File: src/hdl/mcmp_pkg.sv
// Shared types and constants for the MIDI channel message parser.
`timescale 1ns / 1ps
`default_nettype none

package mcmp_pkg;

  // Event kinds, as reported on the result port
  typedef enum logic [1:0] {
    KIND_NOTE_OFF = 2'd0,
    KIND_NOTE_ON  = 2'd1,
    KIND_CC       = 2'd2,
    KIND_BEND     = 2'd3
  } kind_e;

  // Parse phase of the message under way
  typedef enum logic [1:0] {
    PH_IDLE = 2'd0,
    PH_D1   = 2'd1,
    PH_D2   = 2'd2
  } phase_e;

  // High nibbles of the decoded status bytes
  localparam logic [3:0] ST_NOTE_OFF = 4'h8;
  localparam logic [3:0] ST_NOTE_ON  = 4'h9;
  localparam logic [3:0] ST_CC       = 4'hB;
  localparam logic [3:0] ST_BEND     = 4'hE;

  // First system real-time byte
  localparam logic [7:0] REALTIME_MIN = 8'hF8;

  typedef struct packed {
    kind_e      kind;
    logic [3:0] channel;
    logic [6:0] first_data;
    logic [6:0] second_data;
  } event_t;

endpackage

`default_nettype wire

File: src/hdl/mcmp_in_stage.sv
// Input register of the MIDI parser: holds one received byte.
`timescale 1ns / 1ps
`default_nettype none

module mcmp_in_stage (
  input  wire logic       clk_i,
  input  wire logic       rst_ni,
  input  wire logic       in_valid_i,
  output logic            in_stall_o,
  input  wire logic [7:0] rx_byte_i,
  input  wire logic       advance_i,
  output logic            valid_o,
  output logic [7:0]      byte_o
);

  logic       valid_q;
  logic [7:0] byte_q;
  logic       take;

  assign in_stall_o = valid_q && !advance_i;
  assign take       = in_valid_i && !in_stall_o;
  assign valid_o    = valid_q;
  assign byte_o     = byte_q;

  always_ff @(posedge clk_i or negedge rst_ni) begin
    if (!rst_ni) begin
      valid_q <= 1'b0;
    end else if (take) begin
      valid_q <= 1'b1;
    end else if (advance_i) begin
      valid_q <= 1'b0;
    end
  end

  always_ff @(posedge clk_i) begin
    if (take) begin
      byte_q <= rx_byte_i;
    end
  end

endmodule

`default_nettype wire

File: src/hdl/mcmp_decode.sv
// Status tracking and running-status state machine of the MIDI parser.
`timescale 1ns / 1ps
`default_nettype none

module mcmp_decode (
  input  wire logic             clk_i,
  input  wire logic             rst_ni,
  input  wire logic             fire_i,
  input  wire logic [7:0]       byte_i,
  output logic                  emit_o,
  output mcmp_pkg::event_t      event_o
);

  mcmp_pkg::phase_e phase_q, phase_d;
  mcmp_pkg::kind_e  cur_kind_q, cur_kind_d;
  mcmp_pkg::kind_e  run_kind_q, run_kind_d;
  logic [3:0]       cur_chan_q, cur_chan_d;
  logic [3:0]       run_chan_q, run_chan_d;
  logic             run_valid_q, run_valid_d;
  logic [6:0]       held_q, held_d;
  logic             is_realtime;
  logic             is_status;
  logic             decoded;
  mcmp_pkg::kind_e  st_kind;

  assign is_realtime = (byte_i >= mcmp_pkg::REALTIME_MIN);
  assign is_status   = byte_i[7];

  always_comb begin
    decoded = 1'b1;
    st_kind = mcmp_pkg::KIND_NOTE_OFF;
    unique case (byte_i[7:4])
      mcmp_pkg::ST_NOTE_OFF: st_kind = mcmp_pkg::KIND_NOTE_OFF;
      mcmp_pkg::ST_NOTE_ON:  st_kind = mcmp_pkg::KIND_NOTE_ON;
      mcmp_pkg::ST_CC:       st_kind = mcmp_pkg::KIND_CC;
      mcmp_pkg::ST_BEND:     st_kind = mcmp_pkg::KIND_BEND;
      default:               decoded = 1'b0;
    endcase
  end

  always_comb begin
    phase_d     = phase_q;
    cur_kind_d  = cur_kind_q;
    cur_chan_d  = cur_chan_q;
    run_kind_d  = run_kind_q;
    run_chan_d  = run_chan_q;
    run_valid_d = run_valid_q;
    held_d      = held_q;
    emit_o      = 1'b0;

    event_o.kind        = cur_kind_q;
    event_o.channel     = cur_chan_q;
    event_o.first_data  = held_q;
    event_o.second_data = byte_i[6:0];
    if (cur_kind_q == mcmp_pkg::KIND_NOTE_ON && byte_i[6:0] == 7'd0) begin
      event_o.kind = mcmp_pkg::KIND_NOTE_OFF;
    end

    if (is_realtime) begin
      // real-time bytes pass through without touching state
    end else if (is_status) begin
      if (decoded) begin
        cur_kind_d  = st_kind;
        cur_chan_d  = byte_i[3:0];
        run_kind_d  = st_kind;
        run_chan_d  = byte_i[3:0];
        run_valid_d = 1'b1;
        phase_d     = mcmp_pkg::PH_D1;
      end else begin
        run_valid_d = 1'b0;
        phase_d     = mcmp_pkg::PH_IDLE;
      end
    end else begin
      unique case (phase_q)
        mcmp_pkg::PH_IDLE: begin
          // reuse running status, this byte is then the first data byte
          if (run_valid_q) begin
            cur_kind_d = run_kind_q;
            cur_chan_d = run_chan_q;
            held_d     = byte_i[6:0];
            phase_d    = mcmp_pkg::PH_D2;
          end
        end
        mcmp_pkg::PH_D1: begin
          held_d  = byte_i[6:0];
          phase_d = mcmp_pkg::PH_D2;
        end
        mcmp_pkg::PH_D2: begin
          emit_o  = 1'b1;
          phase_d = mcmp_pkg::PH_IDLE;
        end
        default: begin
          // unreachable phase: drop data bytes
        end
      endcase
    end
  end

  always_ff @(posedge clk_i or negedge rst_ni) begin
    if (!rst_ni) begin
      phase_q     <= mcmp_pkg::PH_IDLE;
      cur_kind_q  <= mcmp_pkg::KIND_NOTE_OFF;
      cur_chan_q  <= 4'd0;
      run_kind_q  <= mcmp_pkg::KIND_NOTE_OFF;
      run_chan_q  <= 4'd0;
      run_valid_q <= 1'b0;
    end else if (fire_i) begin
      phase_q     <= phase_d;
      cur_kind_q  <= cur_kind_d;
      cur_chan_q  <= cur_chan_d;
      run_kind_q  <= run_kind_d;
      run_chan_q  <= run_chan_d;
      run_valid_q <= run_valid_d;
    end
  end

  always_ff @(posedge clk_i) begin
    if (fire_i) begin
      held_q <= held_d;
    end
  end

  a_emit_from_d2: assert property (@(posedge clk_i) disable iff (!rst_ni)
    emit_o |-> phase_q == mcmp_pkg::PH_D2)
    else $error("event emitted outside second data phase");

  a_realtime_keeps_state: assert property (@(posedge clk_i) disable iff (!rst_ni)
    fire_i && is_realtime |=> $stable(phase_q) && $stable(run_valid_q))
    else $error("real-time byte changed parser state");

  a_undecoded_cancels: assert property (@(posedge clk_i) disable iff (!rst_ni)
    fire_i && is_status && !is_realtime && !decoded
    |=> !run_valid_q && phase_q == mcmp_pkg::PH_IDLE)
    else $error("undecoded status did not cancel running status");

endmodule

`default_nettype wire

File: src/hdl/mcmp_out_stage.sv
// Result register of the MIDI parser: holds one event until taken.
`timescale 1ns / 1ps
`default_nettype none

module mcmp_out_stage (
  input  wire logic             clk_i,
  input  wire logic             rst_ni,
  input  wire logic             load_i,
  input  wire mcmp_pkg::event_t event_i,
  output logic                  ready_o,
  output logic                  out_valid_o,
  input  wire logic             out_stall_i,
  output mcmp_pkg::event_t      event_o
);

  logic             valid_q;
  mcmp_pkg::event_t event_q;

  assign ready_o     = !valid_q || !out_stall_i;
  assign out_valid_o = valid_q;
  assign event_o     = event_q;

  always_ff @(posedge clk_i or negedge rst_ni) begin
    if (!rst_ni) begin
      valid_q <= 1'b0;
    end else if (load_i) begin
      valid_q <= 1'b1;
    end else if (!out_stall_i) begin
      valid_q <= 1'b0;
    end
  end

  always_ff @(posedge clk_i) begin
    if (load_i) begin
      event_q <= event_i;
    end
  end

endmodule

`default_nettype wire

File: src/hdl/midi_channel_message_parser.sv
// Top level of the MIDI channel message parser with running status.
`timescale 1ns / 1ps
`default_nettype none

// Feed one MIDI byte per input transaction; get one event transaction per
// completed note off, note on, control change or pitch bend message. Each
// byte is captured in an input register and, once the result register has room,
// consumed by the running-status state machine, whose event lands in a result
// register. The block sustains one byte per clock: a byte is consumed every
// cycle the result register is empty or being drained, so the only cause of
// input stall is a stalled result register holding an event while the input
// register is also full.
// Real-time bytes (0xF8 and up) are dropped without touching state; other
// undecoded status bytes abort the message under way and clear running
// status. A note on with velocity zero comes out as a note off.
module midi_channel_message_parser (
  input  wire logic       clk_i,
  input  wire logic       rst_ni,
  input  wire logic       in_valid_i,
  output logic            in_stall_o,
  input  wire logic [7:0] rx_byte_i,
  output logic            out_valid_o,
  input  wire logic       out_stall_i,
  output logic [1:0]      event_kind_o,
  output logic [3:0]      midi_channel_o,
  output logic [6:0]      first_data_o,
  output logic [6:0]      second_data_o
);

  logic             byte_valid;
  logic [7:0]       byte_held;
  logic             out_ready;
  logic             advance;
  logic             emit;
  mcmp_pkg::event_t dec_event;
  mcmp_pkg::event_t out_event;

  // Consume the held byte whenever a possible event has room to land
  assign advance = byte_valid && out_ready;

  mcmp_in_stage u_in_stage (
    .clk_i      (clk_i),
    .rst_ni     (rst_ni),
    .in_valid_i (in_valid_i),
    .in_stall_o (in_stall_o),
    .rx_byte_i  (rx_byte_i),
    .advance_i  (advance),
    .valid_o    (byte_valid),
    .byte_o     (byte_held)
  );

  mcmp_decode u_decode (
    .clk_i   (clk_i),
    .rst_ni  (rst_ni),
    .fire_i  (advance),
    .byte_i  (byte_held),
    .emit_o  (emit),
    .event_o (dec_event)
  );

  mcmp_out_stage u_out_stage (
    .clk_i       (clk_i),
    .rst_ni      (rst_ni),
    .load_i      (advance && emit),
    .event_i     (dec_event),
    .ready_o     (out_ready),
    .out_valid_o (out_valid_o),
    .out_stall_i (out_stall_i),
    .event_o     (out_event)
  );

  // Unpack the held event onto the result ports
  assign event_kind_o   = out_event.kind;
  assign midi_channel_o = out_event.channel;
  assign first_data_o   = out_event.first_data;
  assign second_data_o  = out_event.second_data;

endmodule

`default_nettype wire

File: config.mk
export PLATFORM = sky130hd
export DESIGN_NAME = midi_channel_message_parser
export DESIGN_NICKNAME = d
export VERILOG_FILES = /design/src/hdl/mcmp_pkg.sv /design/src/hdl/mcmp_in_stage.sv /design/src/hdl/mcmp_decode.sv /design/src/hdl/mcmp_out_stage.sv /design/src/hdl/midi_channel_message_parser.sv
export SDC_FILE = /design/constraint.sdc
export NUM_CORES = 1
export LEC_CHECK = 0
export ABC_AREA = 1
export BUFFER_PORTS_ARGS = -buffer_cell sky130_fd_sc_hd__buf_2
export CORE_UTILIZATION = 49
export CTS_CLUSTER_SIZE = 30
export DETAILED_ROUTE_END_ITERATION = 10
export PLACE_DENSITY = 0.86
export SYNTH_ARGS = -nofsm -noshare
export SYNTH_HDL_FRONTEND = slang
export SYNTH_SLANG_ARGS = --single-unit
File: constraint.sdc
create_clock -name clk_i -period 2.8 [get_ports clk_i]
set_clock_uncertainty 0.15 [all_clocks]
set_input_delay 0 -clock clk_i [delete_from_list [all_inputs] [get_ports clk_i]]
set_output_delay 0 -clock clk_i [all_outputs]
set_load 0.01 [all_outputs]
==> results_dict.tcl <==
set metrics [dict create \
    startpoint "u_decode.phase_q[0]" \
    cts.sink_count 52 \
    cts_tree "yes" \
    drc 0 \
    startpoint_type "flop" \
    dpl_worst_slack_ns 0.706 \
    via_count 1332 \
    crit_path_end_kind "flop" \
    rrSetupSlack_ns 0.69 \
    slew_violations 0 \
    p_total_mw 1.92 \
    place_inst 247 \
    drtPass1Iterations 4 \
    min_period_over_period_pct 75.3 \
    syn_nets 181 \
    port_buffers 33 \
    critPathKind "flop to flop" \
    area_delta_synth_final_pct 21.1 \
    outcome "finished clean" \
    setup_ws_ns 0.691 \
    clk_pin_slew_ns 0.08 \
    layout.nets 231 \
    cts_buffers 5 \
    die_area_sq_um 4530 \
    fin_setup_tns_ns 0 \
    min_path_type "input pin to async pin" \
    clock_path_buffers 2 \
    tightest_slew_ns 0.691 \
    antenna_left 0 \
    synth_area_leaders "edfxtp_1, dfrtp_1, nand2_1" \
    core_sq_um 4060 \
    htree_levels 2 \
    root_buffer "clkbuf_8" \
    slew_headroom_pct 53.9 \
    drt-vias-per-instance 4.99 \
    drive_gt1_share_pct 25.8 \
    die_y_um 67.3 \
    ys_seq_area_share_pct 70.6 \
    die_w_um 67.3 \
    finalHoldViolCount 0 \
    critPathArrivalTime_ns 1.90 \
    post_cts_resize_count 0 \
    fin_cells 267 \
    leakagePower_nw 1.15 \
    synth.distinct_cells 26 \
    wl_per_cell_um 13.6 \
    yosys.area.top_type "edfxtp_1" \
    critical_path_peak_fanout 7 \
    track_usage_pct 18.7 \
    drt-total-wl_mm 3.64 \
    r2r-start "u_decode.phase_q[0]" \
    crit-reg2reg-capture "u_decode.held_q[0]" \
    grt_pass1_vias 1310 \
    gr-total-overflow 0 \
    synth_top_area_share_pct 50.3 \
    drt_iter0_drc 79 \
    rsz0062_at_grt "no" \
    rows 23 \
    n_antenna_cell 0 \
    ys_warn_count 0 \
    ys_ff_latch 52 \
    start_util_pct 51.5 \
    hpwl_mm 2.53 \
    num_io_pins 34 \
    power_density_nw_per_um2 758 \
    syn_inst 166 \
    gp_congestion 0.884 \
    grt_first_pass_wirelength_mm 6.03 \
    finalSetupViolCount 0 \
    cp.required_ns 2.59 \
    clock_latency_ns 0.30 \
    reg2regPathDepth 5 \
    peakVddDrop_uv 402 \
    drv_cap 0 \
    syn_area_sq_um 2090 \
    synth.avg_cell_area_sq_um 12.6 \
    antenna_found_initial 0 \
    timing.fmax_ghz 0.474 \
    grt_max_degree 21 \
    post-route-min-period_ns 2.11 \
    crit_end "u_decode.held_q[0]" \
]
power by group:
| part | internal [mW] | leakage, nW | switching [mW] |
|---|---|---|---|
| sequential | 0.978 | 0.541 | 0.0801 |
| clock | 0.267 | 0.0524 | 0.225 |
| combinational | 0.138 | 0.558 | 0.229 |
| total | 1.38 | 1.15 | 0.535 |
worst min-delay path by stage:
stage               startpoint                endpoint  slack, ns  depth (start not counted)
floorplan               rst_ni  u_decode.cur_chan_q[0]      -0.45                          0
global route            rst_ni      u_in_stage.valid_o       0.06                          2
global placement        rst_ni  u_decode.cur_kind_q[0]      -0.21                          1
detailed placement      rst_ni  u_decode.cur_kind_q[0]      -0.20                          1
finish                  rst_ni  u_decode.cur_chan_q[3]      0.003                          2
CTS                     rst_ni      u_in_stage.valid_o       0.01                          2
cell usage in the layout, fill, tap and decap left out:
cell / instances
a21boi_0: 1
a21oi_1: 1
buf_2: 33
buf_4: 1
bufinv_16: 1
clkbuf_1: 2
clkbuf_8: 5
dfrtp_1: 17
dlygate4sd3_1: 12
edfxtp_1: 35
ha_1: 3
inv_1: 12
inv_4: 2
nand2_1: 52
nand2_2: 1
nand2_4: 3
nand3_1: 16
nand3_2: 2
nand3_4: 1
nand3b_1: 1
nand4_4: 1
nor2_1: 4
nor2_2: 2
nor2_4: 1
nor3_2: 1
nor4_1: 2
o21ai_0: 2
o21ai_2: 1
o21ai_4: 1
o31ai_1: 1
sequential cells by signal (all words and copies together) (netlist names):
| signal | cells |
|---|---|
| u_decode.cur_chan_q | 4 |
| u_decode.cur_kind_q | 2 |
| u_decode.held_q | 7 |
| u_decode.phase_q | 2 |
| u_decode.run_chan_q | 4 |
| u_decode.run_kind_q | 2 |
| u_decode.run_valid_q | 1 |
| u_in_stage.byte_o | 8 |
| u_in_stage.valid_o | 1 |
| u_out_stage.event_o | 20 |
| u_out_stage.out_valid_o | 1 |
layer usage:
metal | wire length (um) | vias up | global-route usage, %
li1 | - | 658 | -
met1 | 1610 | 620 | 23.1
met2 | 1790 | 48 | 31.4
met3 | 195 | 6 | 5.41
met4 | 44 | 0 | 6.38
met5 | 0 | - | 0
cell type report:
type	count	area, sq um
fill	292	1530
sequential	52	1480
multi-input combinational	97	536
timing repair buffer	46	293
clock buffer	7	76.3
tap	50	62.6
inverter	14	57.6
clock inverter	1	30.0
cells in the mapped netlist:
| cell | number |
|---|---|
| nand2_2 | 1 |
| nor4_1 | 2 |
| nand3b_1 | 1 |
| nor3_1 | 1 |
| nand4_4 | 1 |
| clkbuf_1 | 1 |
| ha_1 | 3 |
| nand2_1 | 52 |
| nand2_4 | 3 |
| nor2_4 | 1 |
| a21oi_1 | 1 |
| o21ai_0 | 2 |
| o31ai_1 | 1 |
| nand3_4 | 1 |
| nand3_2 | 2 |
| nand3_1 | 16 |
| nor2_1 | 4 |
| a21boi_0 | 1 |
| edfxtp_1 | 35 |
| nor2_2 | 2 |
| o21ai_4 | 1 |
| buf_6 | 2 |
| inv_4 | 2 |
| o21ai_2 | 1 |
| dfrtp_1 | 17 |
| inv_1 | 12 |
critical path, cell delays in order, from the launching register on:
cell and delay [ns]:
dfrtp_1 0.36, inv_1 0.09, ha_1 0.24, nor2_1 0.25, nand2_1 0.09, a21oi_1 0.56
stage by stage:
stage / util (%) / area (sq um) / hold slack (ns)
final: 62.4 / 2530 / 0.00291
after floorplan: - / 2090 / -0.446
after CTS: 62.4 / 2530 / 0.0128
after global routing: 62.4 / 2530 / 0.0555
after global placement: 56.8 / 2300 / -0.207
after detailed placement: 56.8 / 2300 / -0.201
cell families after synthesis:
family | count (synthesis) | share of synthesized area (%)
AOI/OAI and AO/OA | 7 | 2.63
adders and majority gates | 3 | 1.80
buffers and inverters | 17 | 4.01
DFF | 52 | 70.6
and+or+nand+nor | 87 | 20.9
repair_timing:
item | in CTS | in global routing
hold endpoints to repair | 27 | 0
buffers inserted | 0 | 0
hold buffers | 12 | 0
(Power assumes the default switching activity.)
